<file path="src/srq_pkg.sv">
// ----------------------------------------------------------------------------
// Sortable record queue package
// Shared sizes, record layout, request and status codes, and cell controls.
// ----------------------------------------------------------------------------
package srq_pkg;

    localparam int QUEUE_DEPTH = 32;
    localparam int CNT_W       = $clog2(QUEUE_DEPTH + 1);

    localparam int TAG_W  = 16;
    localparam int NAME_W = 32;
    localparam int AGE_W  = 8;

    localparam int S_TDATA_W = 56;
    localparam int S_TUSER_W = 3;
    localparam int M_TDATA_W = 56;
    localparam int M_TUSER_W = 2;

    typedef struct packed {
        logic [AGE_W-1:0]  age;
        logic [NAME_W-1:0] name;
        logic [TAG_W-1:0]  tag;
    } t_rec;

    typedef enum logic [2:0] {
        REQ_APPEND = 3'd0,
        REQ_REMOVE = 3'd1,
        REQ_SEARCH = 3'd2,
        REQ_SORT   = 3'd3,
        REQ_LIST   = 3'd4
    } t_req;

    typedef enum logic [1:0] {
        ST_OK       = 2'd0,
        ST_EMPTY    = 2'd1,
        ST_FULL     = 2'd2,
        ST_NOTFOUND = 2'd3
    } t_status;

    // Operation that every cell of the row performs.
    typedef enum logic [2:0] {
        OP_HOLD   = 3'd0,
        OP_APPEND = 3'd1,
        OP_SHIFT  = 3'd2,
        OP_ROTATE = 3'd3,
        OP_SORT   = 3'd4
    } t_cell_op;

    typedef struct packed {
        t_cell_op         op;
        logic             parity;
        logic [CNT_W-1:0] occ;
        t_rec             rec;
    } t_cell_ctl;

    typedef struct packed {
        t_status status;
        logic    last;
        t_rec    rec;
    } t_result;

endpackage

</file>
<file path="src/srq_cell.sv">
// ----------------------------------------------------------------------------
// Sortable record queue cell
// One queue slot: holds a record and trades it with its neighbors.
// ----------------------------------------------------------------------------
module srq_cell (
    input  logic                     i_clk,
    input  logic [srq_pkg::CNT_W-1:0] i_index,
    input  srq_pkg::t_cell_ctl       i_ctl,
    input  srq_pkg::t_rec            i_left,
    input  srq_pkg::t_rec            i_right,
    input  srq_pkg::t_rec            i_head,
    output srq_pkg::t_rec            o_rec
);
    import srq_pkg::*;

    t_rec             r_rec;
    t_rec             n_rec;
    logic [CNT_W-1:0] w_next_index;
    logic             w_pair_left;
    logic             w_pair_right;

    assign w_next_index = i_index + CNT_W'(1);

    // In a sort phase, a cell pairs with its right neighbor when its index
    // parity matches the phase, and with its left neighbor otherwise.
    assign w_pair_left  = (i_index[0] == i_ctl.parity) && (w_next_index < i_ctl.occ);
    assign w_pair_right = (i_index[0] != i_ctl.parity) && (i_index != '0)
                          && (i_index < i_ctl.occ);

    always_comb begin
        n_rec = r_rec;
        unique case (i_ctl.op)
            OP_HOLD: begin
                n_rec = r_rec;
            end
            OP_APPEND: begin
                if (i_index == i_ctl.occ) begin
                    n_rec = i_ctl.rec;
                end
            end
            OP_SHIFT: begin
                n_rec = i_right;
            end
            OP_ROTATE: begin
                if (w_next_index == i_ctl.occ) begin
                    n_rec = i_head;
                end else begin
                    n_rec = i_right;
                end
            end
            OP_SORT: begin
                if (w_pair_left && (r_rec.age > i_right.age)) begin
                    n_rec = i_right;
                end else if (w_pair_right && (i_left.age > r_rec.age)) begin
                    n_rec = i_left;
                end
            end
            default: begin
                n_rec = r_rec;
            end
        endcase
    end

    always_ff @(posedge i_clk) begin
        r_rec <= n_rec;
    end

    assign o_rec = r_rec;

endmodule

</file>
<file path="config.mk">
export PLATFORM = sky130hd
export DESIGN_NAME = srq_cell
export DESIGN_NICKNAME = d
export VERILOG_FILES = /design/src/srq_pkg.sv /design/src/srq_cell.sv
export SDC_FILE = /design/constraint.sdc
export NUM_CORES = 1
export LEC_CHECK = 0
export ABC_AREA = 1
export BUFFER_PORTS_ARGS = -buffer_cell sky130_fd_sc_hd__buf_2
export CORE_ASPECT_RATIO = 0.8
export CORE_MARGIN = 1.5
export CORE_UTILIZATION = 40
export CTS_CLUSTER_SIZE = 12
export DETAILED_ROUTE_END_ITERATION = 12
export PLACE_DENSITY = 0.73
export REMOVE_ABC_BUFFERS = 1
export SYNTH_ARGS = -nofsm -noshare
export SYNTH_HDL_FRONTEND = slang
export SYNTH_SLANG_ARGS = --single-unit
export TNS_END_PERCENT = 30
</file>
<file path="constraint.sdc">
create_clock -name i_clk -period 9.3 [get_ports i_clk]
set_input_delay 0 -clock i_clk [delete_from_list [all_inputs] [get_ports i_clk]]
set_output_delay 0 -clock i_clk [all_outputs]
set_load 0.1 [all_outputs]
</file>
==> run_results.csv <==
group,metric,value,unit
pwr,intPower,515,uW
global_route,gr-usage-met1,31.6,%
pwr,power_density,131,nW/um^2
worst_setup_path,worst-path-buf-inv,3,
cells_and_area,final_area,6950,um^2
floorplan,row_count,37,
drt,ant_nets,0,
timing,finalCritPeriodShare,39.9,%
floorplan,die_height,106,um
placed_design,port_buffers,296,
global_route,grt_util_all_layers,25.2,%
cells_and_area,areaGrowthSynthToFinish,30.6,%
cells_and_area,regArea,1680,um^2
pwr,p_seq_share,34.6,%
placed_design,dp_hpwl,13100,um
worst_setup_path,crit_arrival,3.65,ns
worst_setup_path,required,9.24,ns
cts,hold_buffers,0,
global_route,grt_max_degree,83,
cells_and_area,layout_common_cells,"296 x buf_2, 189 x nand2_1, 143 x inv_1",
worst_setup_path,crit_fanout,57,
synthesis,netlist_area,5320,um^2
worst_setup_path,crit_slowest_cell,"nor2_4",
pwr,p_leak,3.72,nW
floorplan,ios,297,
drt,viasPerCell,4.86,
timing,hold_viol,0,
global_route,busiest_layer,"met2",
drt,dr_total_vias,6090,
global_route,grt_use_met2,44.1,%
synthesis,synth-compound-area-share,12.2,%
synthesis,synth_adder_area_share,7.06,%
synthesis,postSynthAreaPerCell,6.53,um^2
outcome,outcome,"finished clean",
cts,clkLatencyLatePin,0.29,ns
cells_and_area,n_antenna_cell,0,
synthesis,synth-seq-cells,56,
synthesis,synth_cell_type_count,25,
floorplan,core,12900,um^2
cells_and_area,layout.nets,1347,
global_route,grtUsageMet3,5.67,%
cts,cts_buffers,5,
floorplan,die_x,132,um
worst_setup_path,end_kind,"flop",
pwr,power_frac_comb,44.7,%
drt,dr.pass1.iters,6,
timing,finalSetupTns,0,ns
global_route,grt_overflow_total,0,
worst_setup_path,crit_path_cell_trace,"ha_1, nand2_1, nor2_1, nand2_1, nand2_2, buf_4, nand2_2, buf_4, nand2_1, nor2_1, nor2_4, buf_4",
worst_setup_path,path_depth,12,
cells_and_area,num-fill-cells,1333,
synthesis,ys_warn_count,0,
worst_hold_path,hp-class,"in -> reg",
drt,drc_errors,0,
timing,relSlewSlack,26.6,%
worst_hold_path,whs_path_depth,3,
placed_design,routabilityCongestion,0.905,
global_route,antenna_found_initial,0,
cells_and_area,final_common_cell,"buf_2",
cts,cts-resized-gates,0,
worst_setup_path,reg2regPathDepth,12,
floorplan,fp.dieArea,14000,um^2
run,cap_violations,0,
worst_setup_path,worstSetupPathType,"reg -> reg",
global_route,grt_pass1_wl,28400,um
drt,drt_iter0_markers,359,
timing,max_freq,269,MHz
cts,post_cts_buffers,0,
timing,rsz0062_at_grt,"false",
timing,setup_violations,0,
synthesis,seq_area_frac_synth,31.6,%
synthesis,yosys.area_share.simple,32.6,%
drt,wl_per_cell,14.3,um
cells_and_area,multi_input_area,2820,um^2
cts,clk_transition_reported_paths,0.07,ns
cts,cts_buffer_depth,2,
global_route,grt_pass1_vias,5678,
timing,layout_min_cycle_time,3.71,ns
drt,finalWirelength,17900,um
cts,cts_htree_levels,2,
placed_design,dpl_cell_area,6800,um^2
synthesis,yosys.area_share.xor_xnor,0.659,%
cts,cts_tree,"done",
pwr,p_switching,392,uW
synthesis,synthCells,815,
worst_setup_path,cpPeakStageDelay,0.54,ns
worst_setup_path,startpoint_type,"flop",
synthesis,synth_mux_area_share,0,%
pwr,power_frac_clock,20.6,%
cells_and_area,drive_above_1_share,31.5,%
cts,cts.sinks,56,
timing,fin_skew,0.00651,ns
timing,slew_violations,0,
worst_setup_path,path_delay_family,"buffers and inverters",
cells_and_area,largest_register_ffs,56,
pwr,ir_drop,82.8,uV
cts,cts_root_buf,"clkbuf_16",
floorplan,initial_core_util,41.2,%
pwr,swShare,43.3,%
timing,worst_pin_slew,1.10,ns
synthesis,synth_top_family_by_area,"simple AND/OR/NAND/NOR gates",
==> worst reg2reg max path, delay by kind of cell, from the launching register on <==
kind                     cells  cell delay, ns
AND/OR/NAND/NOR              8            1.18
flip-flops                   1            0.42
adder cells (fa/ha/maj)      1            0.32
buffers and inverters        3            1.43
==> Yosys cell counts <==
cell,instances,area [um^2]
nor3_1,2,10.0
nor2_1,72,270
ha_1,30,375
nor3_2,1,10.0
buf_6,4,45.0
edfxtp_1,56,1680
xor2_1,4,35.0
o21ai_1,1,5.00
a21oi_2,4,35.0
o211ai_1,1,7.51
a21oi_1,118,591
nand4_1,2,12.5
o21ai_0,1,5.00
or2_1,1,6.26
nand3b_1,1,7.51
buf_2,27,135
buf_4,13,97.6
nand2_1,190,713
nand3_1,118,591
nand2_2,16,100
nor2_4,1,11.3
inv_1,144,541
a21o_1,1,7.51
inv_2,2,7.51
clkbuf_1,5,18.8
==> cells by family (layout without fill, tap and decap cells) <==
family,after synthesis,count (layout)
flip-flops,56,56
AO/OA/AOI/OAI,126,126
AND/OR/NAND/NOR,404,404
buffers and inverters,195,457
XOR/XNOR,4,4
adder cells (fa/ha/maj),30,30
==> per-layer routing <==
| metal | part of all wire (%) | routed length (um) |
|---|---|---|
| met1 | 42 | 7470 |
| met2 | 47 | 8480 |
| met3 | 9.0 | 1600 |
| met4 | 1.7 | 307 |
| met5 | 0 | 0 |
==> cell type report <==
class	count	share of cell area, %
Clock inverter	2	0.234
Sequential cell	56	24.2
Timing Repair Buffer	303	22.1
Tap cell	175	3.15
Multi-Input combinational cell	564	40.6
Clock buffer	6	1.86
Inverter	146	7.89
==> stage by stage <==
| stage | setup slack [ns] | hold slack, ns | cells | total power, mW | util (%) |
|---|---|---|---|---|---|
| floorplan | 2.61 | 0.223 | 766 | 0.605 | - |
| global placement | 5.62 | 0.315 | 1244 | 0.723 | 52.7 |
| detailed placement | 5.53 | 0.318 | 1244 | 0.726 | 52.7 |
| CTS | 5.54 | 0.0153 | 1252 | 0.915 | 53.8 |
| global route | 5.23 | 0.0140 | 1252 | 0.958 | 53.8 |
| finish | 5.59 | 0.0196 | 1252 | 0.907 | 53.8 |
==> power by group through the flow <==
stage	sequential (mW)	combinational, mW	clock, mW
after floorplan	0.463	0.142	0
after global placement	0.319	0.404	0
after detailed placement	0.320	0.406	0
after CTS	0.314	0.407	0.193
after global routing	0.317	0.440	0.201
final	0.314	0.406	0.187
==> final timing paths <==
path                  startpoint                   to  slack [ns]
max          o_rec[55]$_DFFE_PP_  o_rec[47]$_DFFE_PP_        5.59
min                    i_ctl[30]  o_rec[30]$_DFFE_PP_        0.02
max reg2reg  o_rec[55]$_DFFE_PP_  o_rec[47]$_DFFE_PP_        5.59
min reg2reg  o_rec[48]$_DFFE_PP_  o_rec[41]$_DFFE_PP_        1.37
No activity file was read; power rests on OpenSTA's default activity.
